**config.mk**
```make
export PLATFORM = sky130hd
export DESIGN_NAME = ising_ring_metropolis_step
export DESIGN_NICKNAME = d
export VERILOG_FILES = /design/src/rtl/irms_pkg.sv /design/src/rtl/ising_ring_metropolis_step.sv /design/src/rtl/irms_front.sv /design/src/rtl/irms_queue.sv /design/src/rtl/irms_back.sv
export SDC_FILE = /design/constraint.sdc
export NUM_CORES = 2
export LEC_CHECK = 0
export BUFFER_PORTS_ARGS = -buffer_cell sky130_fd_sc_hd__buf_2
export CAP_MARGIN = 15
export CELL_PAD_IN_SITES_DETAIL_PLACEMENT = 1
export CELL_PAD_IN_SITES_GLOBAL_PLACEMENT = 1
export CORE_MARGIN = 10
export CORE_UTILIZATION = 51
export DETAILED_ROUTE_END_ITERATION = 7
export GPL_ROUTABILITY_DRIVEN = 0
export GPL_TIMING_DRIVEN = 1
export PLACE_DENSITY = 0.82
export SLEW_MARGIN = 20
export SYNTH_ARGS = -nofsm -noshare
export SYNTH_HDL_FRONTEND = slang
export SYNTH_SLANG_ARGS = --single-unit
```
**constraint.sdc**
```tcl
create_clock -name clk_i -period 42.1 [get_ports clk_i]
set_clock_uncertainty 0.2 [all_clocks]
set_input_delay 4.21 -clock clk_i [delete_from_list [all_inputs] [get_ports clk_i]]
set_output_delay 4.21 -clock clk_i [all_outputs]
set_load 0.1 [all_outputs]
```
**src/rtl/irms_pkg.sv**
```systemverilog
// Shared types and constants for the Ising ring Metropolis step block.
`timescale 1ns / 1ps
`default_nettype none
package irms_pkg;

  localparam int unsigned J_W       = 5;
  localparam int unsigned THR_W     = 17;
  localparam int unsigned LEN_W     = 11;
  localparam int unsigned SITE_W    = 10;
  localparam int unsigned RAND_W    = 16;
  localparam int unsigned E_W       = 6;
  localparam int unsigned SUM_W     = 40;
  localparam int unsigned CFG_IDX_W = 2;
  localparam int unsigned CFG_DAT_W = 17;

  localparam logic signed [J_W-1:0] COUPLING_RESET  = 5'sd1;
  localparam logic signed [J_W-1:0] COUPLING_MAX    = 5'sd8;
  localparam logic signed [J_W-1:0] COUPLING_MIN    = -5'sd8;
  localparam logic [THR_W-1:0]      THRESHOLD_RESET = 17'd1200;
  localparam logic [LEN_W-1:0]      RING_LEN_RESET  = 11'd1000;

  localparam logic REQ_LOAD = 1'b0;
  localparam logic REQ_STEP = 1'b1;

  typedef enum logic [CFG_IDX_W-1:0] {
    CFG_COUPLING  = 2'd0,
    CFG_THRESHOLD = 2'd1,
    CFG_RING_LEN  = 2'd2
  } cfg_idx_e;

  typedef enum logic [1:0] {
    KIND_BAD  = 2'd0,
    KIND_LOAD = 2'd1,
    KIND_STEP = 2'd2
  } kind_e;

  typedef struct packed {
    kind_e             kind;
    logic              spin_value;
    logic [RAND_W-1:0] rand_fraction;
  } req_info_t;

endpackage
`default_nettype wire

```
**src/rtl/ising_ring_metropolis_step.sv**
```systemverilog
// Top level: configuration registers, front end, item queue and back end.
//
//   channel  signals                                   direction
//   in       in_valid_i / in_ready_o + request fields  item in
//   out      out_valid_o / out_ready_i + result fields item out
//   cfg      cfg_valid_i / cfg_ready_o, index, data    register write
//
// A step item leaves idle through read site, read left, calc and accumulate:
// one spin store read port, so site and neighbors are read in turn. Load and
// out-of-range items finish in idle. The next item is popped only after the
// result is taken. A two-entry queue keeps the input side
// accepting during a stalled result. Reset clears accumulators and control;
// the spin store has no reset value and sites must be loaded before use.
`timescale 1ns / 1ps
`default_nettype none
module ising_ring_metropolis_step #(
  parameter int unsigned MAX_SITES = 1024
) (
  input  wire logic                                 clk_i,
  input  wire logic                                 rst_ni,
  input  wire logic                                 in_valid_i,
  output logic                                      in_ready_o,
  input  wire logic                                 req_type_i,
  input  wire logic [irms_pkg::SITE_W-1:0]          site_i,
  input  wire logic                                 spin_value_i,
  input  wire logic [irms_pkg::RAND_W-1:0]          rand_fraction_i,
  output logic                                      out_valid_o,
  input  wire logic                                 out_ready_i,
  output logic                                      spin_after_o,
  output logic                                      flipped_o,
  output logic signed [irms_pkg::E_W-1:0]           local_energy_o,
  output logic signed [irms_pkg::SUM_W-1:0]         energy_sum_o,
  output logic [irms_pkg::SUM_W-1:0]                energy_sq_sum_o,
  output logic                                      bad_site_o,
  input  wire logic                                 cfg_valid_i,
  output logic                                      cfg_ready_o,
  input  wire logic [irms_pkg::CFG_IDX_W-1:0]       cfg_index_i,
  input  wire logic [irms_pkg::CFG_DAT_W-1:0]       cfg_data_i
);

  localparam int unsigned AW = $clog2(MAX_SITES);
  localparam int unsigned IW = $bits(irms_pkg::req_info_t);
  localparam int unsigned QW = IW + 3 * AW;

  logic signed [irms_pkg::J_W-1:0] coupling_q;
  logic [irms_pkg::THR_W-1:0]      threshold_q;
  logic [irms_pkg::LEN_W-1:0]      ring_len_q;

  irms_pkg::req_info_t front_info;
  logic [AW-1:0]       front_site;
  logic [AW-1:0]       front_left;
  logic [AW-1:0]       front_right;
  logic [QW-1:0]       push_data;
  logic [QW-1:0]       pop_data;
  logic                pop_valid;
  logic                pop_ready;
  irms_pkg::req_info_t back_info;

  assign cfg_ready_o = 1'b1;

  always_ff @(posedge clk_i or negedge rst_ni) begin
    if (!rst_ni) begin
      coupling_q  <= irms_pkg::COUPLING_RESET;
      threshold_q <= irms_pkg::THRESHOLD_RESET;
      ring_len_q  <= irms_pkg::RING_LEN_RESET;
    end else if (cfg_valid_i) begin
      unique case (cfg_index_i)
        irms_pkg::CFG_COUPLING:  coupling_q  <= cfg_data_i[irms_pkg::J_W-1:0];
        irms_pkg::CFG_THRESHOLD: threshold_q <= cfg_data_i;
        irms_pkg::CFG_RING_LEN:  ring_len_q  <= cfg_data_i[irms_pkg::LEN_W-1:0];
        default: begin
        end
      endcase
    end
  end

  irms_front #(
    .MAX_SITES(MAX_SITES)
  ) u_front (
    .ring_length_i  (ring_len_q),
    .req_type_i     (req_type_i),
    .site_i         (site_i),
    .spin_value_i   (spin_value_i),
    .rand_fraction_i(rand_fraction_i),
    .info_o         (front_info),
    .site_idx_o     (front_site),
    .left_idx_o     (front_left),
    .right_idx_o    (front_right)
  );

  assign push_data = {front_info, front_site, front_left, front_right};

  irms_queue #(
    .W(QW)
  ) u_queue (
    .clk_i       (clk_i),
    .rst_ni      (rst_ni),
    .push_valid_i(in_valid_i),
    .push_ready_o(in_ready_o),
    .push_data_i (push_data),
    .pop_valid_o (pop_valid),
    .pop_ready_i (pop_ready),
    .pop_data_o  (pop_data)
  );

  assign back_info = irms_pkg::req_info_t'(pop_data[QW-1:3*AW]);

  irms_back #(
    .MAX_SITES(MAX_SITES)
  ) u_back (
    .clk_i             (clk_i),
    .rst_ni            (rst_ni),
    .coupling_i        (coupling_q),
    .accept_threshold_i(threshold_q),
    .pop_valid_i       (pop_valid),
    .pop_ready_o       (pop_ready),
    .info_i            (back_info),
    .site_idx_i        (pop_data[3*AW-1:2*AW]),
    .left_idx_i        (pop_data[2*AW-1:AW]),
    .right_idx_i       (pop_data[AW-1:0]),
    .out_valid_o       (out_valid_o),
    .out_ready_i       (out_ready_i),
    .spin_after_o      (spin_after_o),
    .flipped_o         (flipped_o),
    .local_energy_o    (local_energy_o),
    .energy_sum_o      (energy_sum_o),
    .energy_sq_sum_o   (energy_sq_sum_o),
    .bad_site_o        (bad_site_o)
  );

endmodule
`default_nettype wire

```
**src/rtl/irms_front.sv**
```systemverilog
// Front end: range check of the site and neighbor index computation.
`timescale 1ns / 1ps
`default_nettype none
module irms_front #(
  parameter int unsigned MAX_SITES = 1024
) (
  input  wire logic [irms_pkg::LEN_W-1:0]  ring_length_i,
  input  wire logic                        req_type_i,
  input  wire logic [irms_pkg::SITE_W-1:0] site_i,
  input  wire logic                        spin_value_i,
  input  wire logic [irms_pkg::RAND_W-1:0] rand_fraction_i,
  output irms_pkg::req_info_t              info_o,
  output logic [$clog2(MAX_SITES)-1:0]     site_idx_o,
  output logic [$clog2(MAX_SITES)-1:0]     left_idx_o,
  output logic [$clog2(MAX_SITES)-1:0]     right_idx_o
);

  localparam int unsigned AW = $clog2(MAX_SITES);
  localparam int unsigned LW = $clog2(MAX_SITES + 1);
  localparam int unsigned CW = (LW > irms_pkg::LEN_W) ? LW : irms_pkg::LEN_W;

  logic [CW-1:0] ring_ext;
  logic [CW-1:0] len;
  logic [CW-1:0] site_ext;
  logic [CW-1:0] site_p1;
  logic [CW-1:0] left_ext;
  logic [CW-1:0] right_ext;

  always_comb begin
    ring_ext  = CW'(ring_length_i);
    len       = (ring_ext > CW'(MAX_SITES)) ? CW'(MAX_SITES) : ring_ext;
    site_ext  = CW'(site_i);
    site_p1   = site_ext + CW'(1);
    left_ext  = (site_ext == '0) ? (len - CW'(1)) : (site_ext - CW'(1));
    right_ext = (site_p1 == len) ? '0 : site_p1;

    info_o.spin_value    = spin_value_i;
    info_o.rand_fraction = rand_fraction_i;
    if (site_ext >= len) begin
      info_o.kind = irms_pkg::KIND_BAD;
    end else if (req_type_i == irms_pkg::REQ_STEP) begin
      info_o.kind = irms_pkg::KIND_STEP;
    end else begin
      info_o.kind = irms_pkg::KIND_LOAD;
    end

    site_idx_o  = site_ext[AW-1:0];
    left_idx_o  = left_ext[AW-1:0];
    right_idx_o = right_ext[AW-1:0];
  end

endmodule
`default_nettype wire

```
**src/rtl/irms_queue.sv**
```systemverilog
// Two-entry item queue between the front end and the execution back end.
`timescale 1ns / 1ps
`default_nettype none
module irms_queue #(
  parameter int unsigned W = 8
) (
  input  wire logic         clk_i,
  input  wire logic         rst_ni,
  input  wire logic         push_valid_i,
  output logic              push_ready_o,
  input  wire logic [W-1:0] push_data_i,
  output logic              pop_valid_o,
  input  wire logic         pop_ready_i,
  output logic [W-1:0]      pop_data_o
);

  logic [W-1:0] slot_q [2];
  logic         wr_ptr_q;
  logic         rd_ptr_q;
  logic [1:0]   count_q;
  logic         push;
  logic         pop;

  assign push_ready_o = (count_q != 2'd2);
  assign pop_valid_o  = (count_q != 2'd0);
  assign pop_data_o   = slot_q[rd_ptr_q];
  assign push         = push_valid_i && push_ready_o;
  assign pop          = pop_valid_o && pop_ready_i;

  always_ff @(posedge clk_i or negedge rst_ni) begin
    if (!rst_ni) begin
      wr_ptr_q <= 1'b0;
      rd_ptr_q <= 1'b0;
      count_q  <= 2'd0;
    end else begin
      if (push) begin
        wr_ptr_q <= ~wr_ptr_q;
      end
      if (pop) begin
        rd_ptr_q <= ~rd_ptr_q;
      end
      if (push && !pop) begin
        count_q <= count_q + 2'd1;
      end else if (pop && !push) begin
        count_q <= count_q - 2'd1;
      end
    end
  end

  always_ff @(posedge clk_i) begin
    if (push) begin
      slot_q[wr_ptr_q] <= push_data_i;
    end
  end

endmodule
`default_nettype wire

```
**src/rtl/irms_back.sv**
```systemverilog
// Back end: spin store, Metropolis decision, energy accumulators, result register.
`timescale 1ns / 1ps
`default_nettype none
module irms_back #(
  parameter int unsigned MAX_SITES = 1024
) (
  input  wire logic                              clk_i,
  input  wire logic                              rst_ni,
  input  wire logic signed [irms_pkg::J_W-1:0]   coupling_i,
  input  wire logic [irms_pkg::THR_W-1:0]        accept_threshold_i,
  input  wire logic                              pop_valid_i,
  output logic                                   pop_ready_o,
  input  wire irms_pkg::req_info_t               info_i,
  input  wire logic [$clog2(MAX_SITES)-1:0]      site_idx_i,
  input  wire logic [$clog2(MAX_SITES)-1:0]      left_idx_i,
  input  wire logic [$clog2(MAX_SITES)-1:0]      right_idx_i,
  output logic                                   out_valid_o,
  input  wire logic                              out_ready_i,
  output logic                                   spin_after_o,
  output logic                                   flipped_o,
  output logic signed [irms_pkg::E_W-1:0]        local_energy_o,
  output logic signed [irms_pkg::SUM_W-1:0]      energy_sum_o,
  output logic [irms_pkg::SUM_W-1:0]             energy_sq_sum_o,
  output logic                                   bad_site_o
);

  localparam int unsigned AW = $clog2(MAX_SITES);
  localparam int unsigned SW = irms_pkg::SUM_W;
  localparam int unsigned EW = irms_pkg::E_W;

  typedef enum logic [2:0] {
    ST_IDLE,
    ST_RD_SITE,
    ST_RD_LEFT,
    ST_CALC,
    ST_ACC
  } state_e;

  state_e                       state_q;
  logic                         mem_q [MAX_SITES];
  logic                         rdata_q;
  logic [AW-1:0]                raddr;
  logic                         we;
  logic [AW-1:0]                waddr;
  logic                         wdata;

  logic [AW-1:0]                site_q;
  logic [AW-1:0]                left_q;
  logic [AW-1:0]                right_q;
  logic [irms_pkg::RAND_W-1:0]  rand_q;
  logic                         s_q;
  logic                         l_q;
  logic                         spin_q;
  logic                         flip_q;
  logic signed [EW-1:0]         energy_q;
  logic                         out_valid_q;
  logic                         out_spin_q;
  logic                         out_flip_q;
  logic signed [EW-1:0]         out_energy_q;
  logic                         out_bad_q;
  logic signed [SW-1:0]         sum_q;
  logic [SW-1:0]                sq_q;

  logic                         pop;
  logic signed [irms_pkg::J_W-1:0] j_sat;
  logic signed [EW-1:0]         two_j;
  logic                         uphill;
  logic                         rand_gt;
  logic                         flip;
  logic                         s_new;
  logic                         l_new;
  logic                         r_new;
  logic signed [EW-1:0]         energy;
  logic signed [2*EW-1:0]       sq_full;
  logic [SW:0]                  sum_wide;
  logic [SW:0]                  sq_wide;

  assign pop_ready_o     = (state_q == ST_IDLE) && !out_valid_q;
  assign pop             = pop_valid_i && pop_ready_o;
  assign out_valid_o     = out_valid_q;
  assign spin_after_o    = out_spin_q;
  assign flipped_o       = out_flip_q;
  assign local_energy_o  = out_energy_q;
  assign bad_site_o      = out_bad_q;
  assign energy_sum_o    = sum_q;
  assign energy_sq_sum_o = sq_q;

  always_comb begin
    unique case (state_q)
      ST_IDLE:    raddr = site_idx_i;
      ST_RD_SITE: raddr = left_q;
      ST_RD_LEFT: raddr = right_q;
      default:    raddr = site_q;
    endcase
  end

  always_comb begin
    if (coupling_i > irms_pkg::COUPLING_MAX) begin
      j_sat = irms_pkg::COUPLING_MAX;
    end else if (coupling_i < irms_pkg::COUPLING_MIN) begin
      j_sat = irms_pkg::COUPLING_MIN;
    end else begin
      j_sat = coupling_i;
    end
    two_j   = {j_sat, 1'b0};
    uphill  = (l_q == rdata_q) && (j_sat != '0) && ((s_q == l_q) != j_sat[irms_pkg::J_W-1]);
    rand_gt = {1'b0, rand_q} > accept_threshold_i;
    flip    = !(uphill && rand_gt);
    s_new   = flip ? ~s_q : s_q;
    l_new   = (left_q == site_q) ? s_new : l_q;
    r_new   = (right_q == site_q) ? s_new : rdata_q;
    if (l_new != r_new) begin
      energy = '0;
    end else if (s_new == l_new) begin
      energy = -two_j;
    end else begin
      energy = two_j;
    end
  end

  always_comb begin
    sq_full  = energy_q * energy_q;
    sum_wide = {sum_q[SW-1], sum_q} + {{(SW + 1 - EW){energy_q[EW-1]}}, energy_q};
    sq_wide  = {1'b0, sq_q} + (SW + 1)'(sq_full[2*EW-2:0]);
  end

  always_comb begin
    we    = 1'b0;
    waddr = site_q;
    wdata = ~s_q;
    if ((state_q == ST_IDLE) && pop && (info_i.kind == irms_pkg::KIND_LOAD)) begin
      we    = 1'b1;
      waddr = site_idx_i;
      wdata = info_i.spin_value;
    end else if ((state_q == ST_CALC) && flip) begin
      we = 1'b1;
    end
  end

  always_ff @(posedge clk_i) begin
    if (we) begin
      mem_q[waddr] <= wdata;
    end
    rdata_q <= mem_q[raddr];
  end

  always_ff @(posedge clk_i or negedge rst_ni) begin
    if (!rst_ni) begin
      state_q      <= ST_IDLE;
      out_valid_q  <= 1'b0;
      out_spin_q   <= 1'b0;
      out_flip_q   <= 1'b0;
      out_energy_q <= '0;
      out_bad_q    <= 1'b0;
      sum_q        <= '0;
      sq_q         <= '0;
      site_q       <= '0;
      left_q       <= '0;
      right_q      <= '0;
      rand_q       <= '0;
      s_q          <= 1'b0;
      l_q          <= 1'b0;
      spin_q       <= 1'b0;
      flip_q       <= 1'b0;
      energy_q     <= '0;
    end else begin
      if (out_valid_q && out_ready_i) begin
        out_valid_q <= 1'b0;
      end
      unique case (state_q)
        ST_IDLE: begin
          if (pop) begin
            site_q  <= site_idx_i;
            left_q  <= left_idx_i;
            right_q <= right_idx_i;
            rand_q  <= info_i.rand_fraction;
            case (info_i.kind)
              irms_pkg::KIND_STEP: begin
                state_q <= ST_RD_SITE;
              end
              irms_pkg::KIND_LOAD: begin
                out_valid_q  <= 1'b1;
                out_spin_q   <= info_i.spin_value;
                out_flip_q   <= 1'b0;
                out_energy_q <= '0;
                out_bad_q    <= 1'b0;
              end
              default: begin
                out_valid_q  <= 1'b1;
                out_spin_q   <= 1'b0;
                out_flip_q   <= 1'b0;
                out_energy_q <= '0;
                out_bad_q    <= 1'b1;
              end
            endcase
          end
        end
        ST_RD_SITE: begin
          s_q     <= rdata_q;
          state_q <= ST_RD_LEFT;
        end
        ST_RD_LEFT: begin
          l_q     <= rdata_q;
          state_q <= ST_CALC;
        end
        ST_CALC: begin
          spin_q   <= s_new;
          flip_q   <= flip;
          energy_q <= energy;
          state_q  <= ST_ACC;
        end
        ST_ACC: begin
          if (sum_wide[SW] != sum_wide[SW-1]) begin
            sum_q <= sum_wide[SW] ? {1'b1, {(SW - 1){1'b0}}} : {1'b0, {(SW - 1){1'b1}}};
          end else begin
            sum_q <= sum_wide[SW-1:0];
          end
          sq_q         <= sq_wide[SW] ? {SW{1'b1}} : sq_wide[SW-1:0];
          out_valid_q  <= 1'b1;
          out_spin_q   <= spin_q;
          out_flip_q   <= flip_q;
          out_energy_q <= energy_q;
          out_bad_q    <= 1'b0;
          state_q      <= ST_IDLE;
        end
        default: begin
          state_q <= ST_IDLE;
        end
      endcase
    end
  end

endmodule
`default_nettype wire
```
### Word level (Yosys, flattened, before mapping)

Memory sizes are Yosys's and may differ from the RTL's. A register that Yosys moved wholly into a read port is not among the register bits.
Cells that the tools add are included.

| operators by class | value |
|---|---|
| add/sub/neg operators | 8 |
| multipliers | 1 |
| $lt $le $gt $ge | 5 |
| equal/unequal tests | 21 |
| mux-type cells | 45 |
| bitwise logic cells | 3 |
| reductions and logical operators | 29 |

Operator list:

| kind | number |
|---|---|
| $mux 40 | 3 |
| $add 40x11->41 | 1 |
| $add 40x6->41 | 1 |
| $mux 10 | 3 |
| $pmux 10 s3 | 1 |
| $mux 6 | 4 |
| $eq 10x10->1 | 2 |
| $sub 10x1->10 const B | 2 |
| $gt 16x17->1 | 1 |
| $mux 1 | 17 |
| $logic_and 1x1->1 | 12 |
| $pmux 1 s2 | 6 |
| $pmux 3 s4 | 1 |
| $pmux 6 s2 | 1 |
| $add 10x1->11 const B | 1 |
| $eq 11x11->1 | 1 |
| $ge 10x11->1 | 1 |
| $gt 11x11->1 const B | 1 |
| $mul 6x6->11 | 1 |
| $mux 11 | 1 |
| $logic_not 10->1 | 1 |
| $mux 5 | 2 |
| $reduce_and 2->1 | 5 |
| $mux 2 | 4 |
| 22 further kinds | 39 |

| word-level totals | value |
|---|---|
| flip-flop bits (word level) | 186 |
| memory bits (writable) | 1122 |
| bits of input ports | 52 |
| output and inout port bits | 92 |
| memories | 2 |

Memories:

| name | words | width | read ports | clocked after Yosys merged registers in | wr ports | line | source |
|---|---|---|---|---|---|---|---|
| u_back.mem_q | 1024 | 1 | 1 | 1 | 1 | irms_back.sv:40 | `logic mem_q [MAX_SITES];` |
| u_queue.slot_q | 2 | 49 | 1 | 0 | 1 | irms_queue.sv:17 | `logic [W-1:0] slot_q [2];` |

### Depth between registers and ports, before layout

| logic depth | value |
|---|---|
| word-level depth | 13 |
| depth in mapped cells | 22 |

### Hierarchy

A second synthesis with hierarchy kept.

| unflattened totals | value |
|---|---|
| cells, all modules | 5995 |
| area, all modules | 62507.4 um2 |

Modules (own cells, without submodules):

| module | times used | cells an instance | area an instance (um2) | sequential area each (um2) |
|---|---|---|---|---|
| irms_back | 1 | 5562 | 55856.1 | 34423.0 |
| irms_queue | 1 | 171 | 3983.8 | 3042.9 |
| irms_front | 1 | 189 | 1342.5 | 0.0 |
| ising_ring_metropolis_step | 1 | 73 | 1325.0 | 839.6 |

### Worst setup path before layout

Ideal clock, no wire load.

| timing | value |
|---|---|
| path type | reg2reg |
| from | reg u_back.out_valid_q, in the netlist u_back.out_valid_o |
| to | mem u_back.mem_q[0], data pin |
| library setup time | 5900 ps |
| arrival | 30735 ps |
| required time | 36000 ps |
| path slack | 5265 ps |
| stages on the path, launching flop included | 8 |
| buffers on the path | 2 |
| path through | dfrtp_1 > o21bai_1 > nor2_1 > inv_1 > nor2_1 > buf_2 > buf_2 > mux2i_1 |

| between the ends | value |
|---|---|
| cells in the longest elaborated chain, start to end | 6 |

RTL lines:

| what | line | source |
|---|---|---|
| start, declared | irms_back.sv:56 | `logic out_valid_q;` |
| start signal, assigned | irms_back.sv:150 | `out_valid_q <= 1'b0;` |
| start signal, assigned | irms_back.sv:168 | `out_valid_q <= 1'b0;` |
| start signal, assigned | irms_back.sv:182 | `out_valid_q <= 1'b1;` |
| $logic_not 1->1 | irms_back.sv:78 | `assign pop_ready_o = (state_q == ST_IDLE) && !out_valid_q;` |
| $logic_and 1x1->1 | irms_back.sv:78 |  |
| $logic_and 1x1->1 | irms_back.sv:79 | `assign pop = pop_valid_i && pop_ready_o;` |
| $logic_and 1x1->1 (2 in a row) | irms_back.sv:131 | `if ((state_q == ST_IDLE) && pop && (info_i.kind == irms_pkg::KIND_LOAD)) begin` |
| $mux 1 | irms_back.sv:131 |  |
| via u_back.wdata | irms_back.sv:45 | `logic wdata;` |
| end, declared | irms_back.sv:40 |  |

The timed path passes the listed nets, and every way through them passes these cells.

### Worst setup path after layout

| timing | value |
|---|---|
| from | reg u_queue.rd_ptr_q |
| to | reg u_back.rdata_q (read register of u_back.mem_q) |

| between the ends | value |
|---|---|
| cells in the longest elaborated chain, start to end | 2 |

RTL lines:

| what | line | source |
|---|---|---|
| start, declared | irms_queue.sv:19 | `logic rd_ptr_q;` |
| start signal, assigned | irms_queue.sv:40 | `rd_ptr_q <= ~rd_ptr_q;` |
| $mem_v2 2x49 | n/a |  |
| $pmux 10 s3 | irms_back.sv:89 | `unique case (state_q)` |
| end, declared | irms_back.sv:41 | `logic rdata_q;` |

No other way between the ends.
A chain may end at the register's enable or synchronous reset.

==> impl_metrics.ini <==
[status]
status = completed

[setup_path]
worstPathArrival_ns = 7.60
path_class = flip-flop to flip-flop
rr_startpoint = u_queue.rd_ptr_q
reg2reg_to = u_back.rdata_q
crit_path_end = u_back.rdata_q
r2r_setup_slack_ns = 34.97
startpoint_type = flip-flop
r2r_cells = 15
cp_data_required_time_ns = 42.57
startpoint = u_queue.rd_ptr_q
critPathMaxFanout = 76
endpoint_kind = flip-flop

[route]
vias_per_cell = 6.43
routed_wirelength_mm = 207
drt-wirelength-per-cell_um = 28.3
via_count = 47142
ant_nets = 0
drcViolationCount = 0
drtIter0Drc = 6073
first_pass_iters = 6

[job]
cap_viol_max_count = 0

[clocking]
clock-sinks = 1306
h-tree-depth = 4
cts_made_buffers = 143
cts_tree = yes
cts_resized = 0
cts-root-buf = clkbuf_16
postCtsSetupBuffers = 0
clk_latency_ns = 0.79
clk_pin_slew_ns = 0.06
postCtsHoldBufs = 0
clk_path_buf_depth = 3

[global_route]
grt_max_degree = 297
grt_pass1_vias = 48614
grt-ovfl-total = 0
grt_antenna_before_repair = 7
grt_pass1_wl_mm = 307
track_usage_pct = 29.9

[power_and_ir_drop]
power_density_mw_per_mm2 = 91.7
leakagePower_nw = 23.8
peakVddDrop_v = 0.000101
finalPower_mw = 6.24

[timing]
hold_viol = 0
setup_tns_ns = 0
rsz0062_at_grt = false
finalCritPeriodShare_pct = 16.9
fmax_ghz = 0.140
finalSetupViolCount = 0
final_max_slew_viol_count = 0
worst_pin_slew_ns = 1.28
fin_crit_ns = 7.13
slew_headroom_pct = 15.0

[die]
start_util_pct = 51.6
placementRows = 126
die_w_um = 366
core_mm2 = 0.119
die_area_mm2 = 0.134
io_pins = 144
die_height_um = 366

[synthesis]
ys_types = 82
synthArstFlopShare_pct = 14.0
ys_seq_elements = 1306
synth_area_mm2 = 0.0612
syn_area_per_cell_um2 = 10.8
postSynthCellCount = 5642
syn-num-nets = 5803
ys_warn_count = 0
ys_seq_area_share_pct = 62.6
synth-main-ff-cell = edfxtp_1
synth_edf_count = 1122

[placement]
dp_hpwl_mm = 117
portBuffers = 141

[hold_path]
worstHoldPathType = flip-flop to flip-flop

[cells_and_area]
final_cell_mix = nor2_1 (1180), edfxtp_1 (1122), nand2_1 (817)
syn2layout_area_growth_pct = 11.3
nets = 5768
mostFrequentLayoutCell = nor2_1
drive_gt1_share_pct = 10.4
==> cell type report <==
| cell class | count | area, um^2 |
|---|---|---|
| Inverter | 80 | 300 |
| Clock buffer | 186 | 3840 |
| Multi-Input combinational cell | 3834 | 21300 |
| Tap cell | 1600 | 2000 |
| Timing Repair Buffer | 242 | 1540 |
| Antenna cell | 2 | 5.00 |
| Sequential cell | 1306 | 38300 |
| Fill cell | 12535 | 50500 |
| Clock inverter | 78 | 761 |
==> Yosys cell counts, drive strengths merged (69+ instances only) <==
master	n	area, um^2
a21oi	224	1120
buf	107	528
edfxtp	1122	33700
inv	79	297
dfrtp	172	4300
nor2	1193	4490
o21ai	86	430
nand3	301	1510
xnor2	69	604
mux2i	175	1750
clkbuf	315	1180
nand4	69	432
nand2	843	3160
ha	95	1190
==> metrics by stage <==
stage | util, % | worst slack, ns | instances | hold WS [ns] | area (um^2)
global placement | 53.4 | 34.84 | 7060 | 0.262 | 63300
CTS | 57.3 | 35.12 | 7325 | 0.303 | 67900
global route | 57.4 | 34.76 | 7326 | 0.326 | 68000
detailed placement | 53.4 | 34.64 | 7061 | 0.287 | 63300
floorplan | - | 5.27 | 5642 | 0.239 | 61200
finish | 57.4 | 34.97 | 7328 | 0.294 | 68000
==> how the worst min path moves through the flow <==
| stage | from | to | slack, ns | cells past startpoint |
|---|---|---|---|---|
| 6_report | u_back.spin_q | u_back.spin_q | 0.29 | 2 |
| 5_1_grt | u_queue.count_q[1] | u_queue.count_q[1] | 0.33 | 1 |
| 4_1_cts | u_back.spin_q | u_back.spin_q | 0.30 | 2 |
| 3_5_place_dp | u_back.spin_q | u_back.spin_q | 0.29 | 2 |
| 3_3_place_gp | u_back.energy_sq_sum_o[1] | u_back.energy_sq_sum_o[1] | 0.26 | 1 |
| 2_1_floorplan | u_back.flip_q | u_back.flipped_o | 0.24 | 2 |
==> power by group <==
group	leakage, nW	internal [mW]	switching [mW]
clock network	2.24	0.721	0.536
registers	12.4	1.69	0.0910
logic	9.20	0.813	2.38
total	23.8	3.23	3.01
==> routing by layer <==
| metal | global-route usage (%) | wire length (um) |
|---|---|---|
| met1 | 38.4 | 78200 |
| met5 | 0 | 49 |
| met4 | 13.3 | 9570 |
| met2 | 48.6 | 98300 |
| met3 | 6.51 | 21100 |
==> sequential cells by signal (all words and copies together) (netlist names), 2 cells and up <==
name,count
u_queue.slot_q,98
threshold_q,17
u_back.mem_q,1024
u_queue.count_q,2
u_back.site_q,10
u_back.rand_q,16
u_back.right_q,10
u_back.local_energy_o,5
u_back.energy_sum_o,40
u_back.state_q,3
coupling_q,5
u_back.left_q,10
u_back.energy_q,5
u_back.energy_sq_sum_o,39
ring_len_q,11
==> logic make-up (layout without fill, tap and decap cells) <==
logic type	after synthesis	after routing	share of synthesized area [%]
adder cells (fa/ha/maj)	109	109	2.40
AND/OR/NAND/NOR	2618	2618	17.8
AO/OA/AOI/OAI	770	770	8.48
multiplexers	217	217	3.64
flip-flops	1306	1306	62.6
other	2	4	0.0123
buffers and inverters	502	586	3.29
XOR/XNOR	118	118	1.69
==> critical path, stage by stage, from the launching register on <==
cell and delay [ns]:
dfrtp_2 0.68, mux2i_1 0.49, a2111o_2 0.22, buf_4 0.76
and2_4 0.43, buf_4 0.65, buf_4 0.91, buf_4 0.70
mux2i_1 0.26, a32oi_1 0.09, nand3_1 0.16, nand4_1 0.10
nor3_1 0.31, a21oi_1 0.22, a311o_1 0.45, mux2_2 0.26
(Power assumes the default switching activity.)
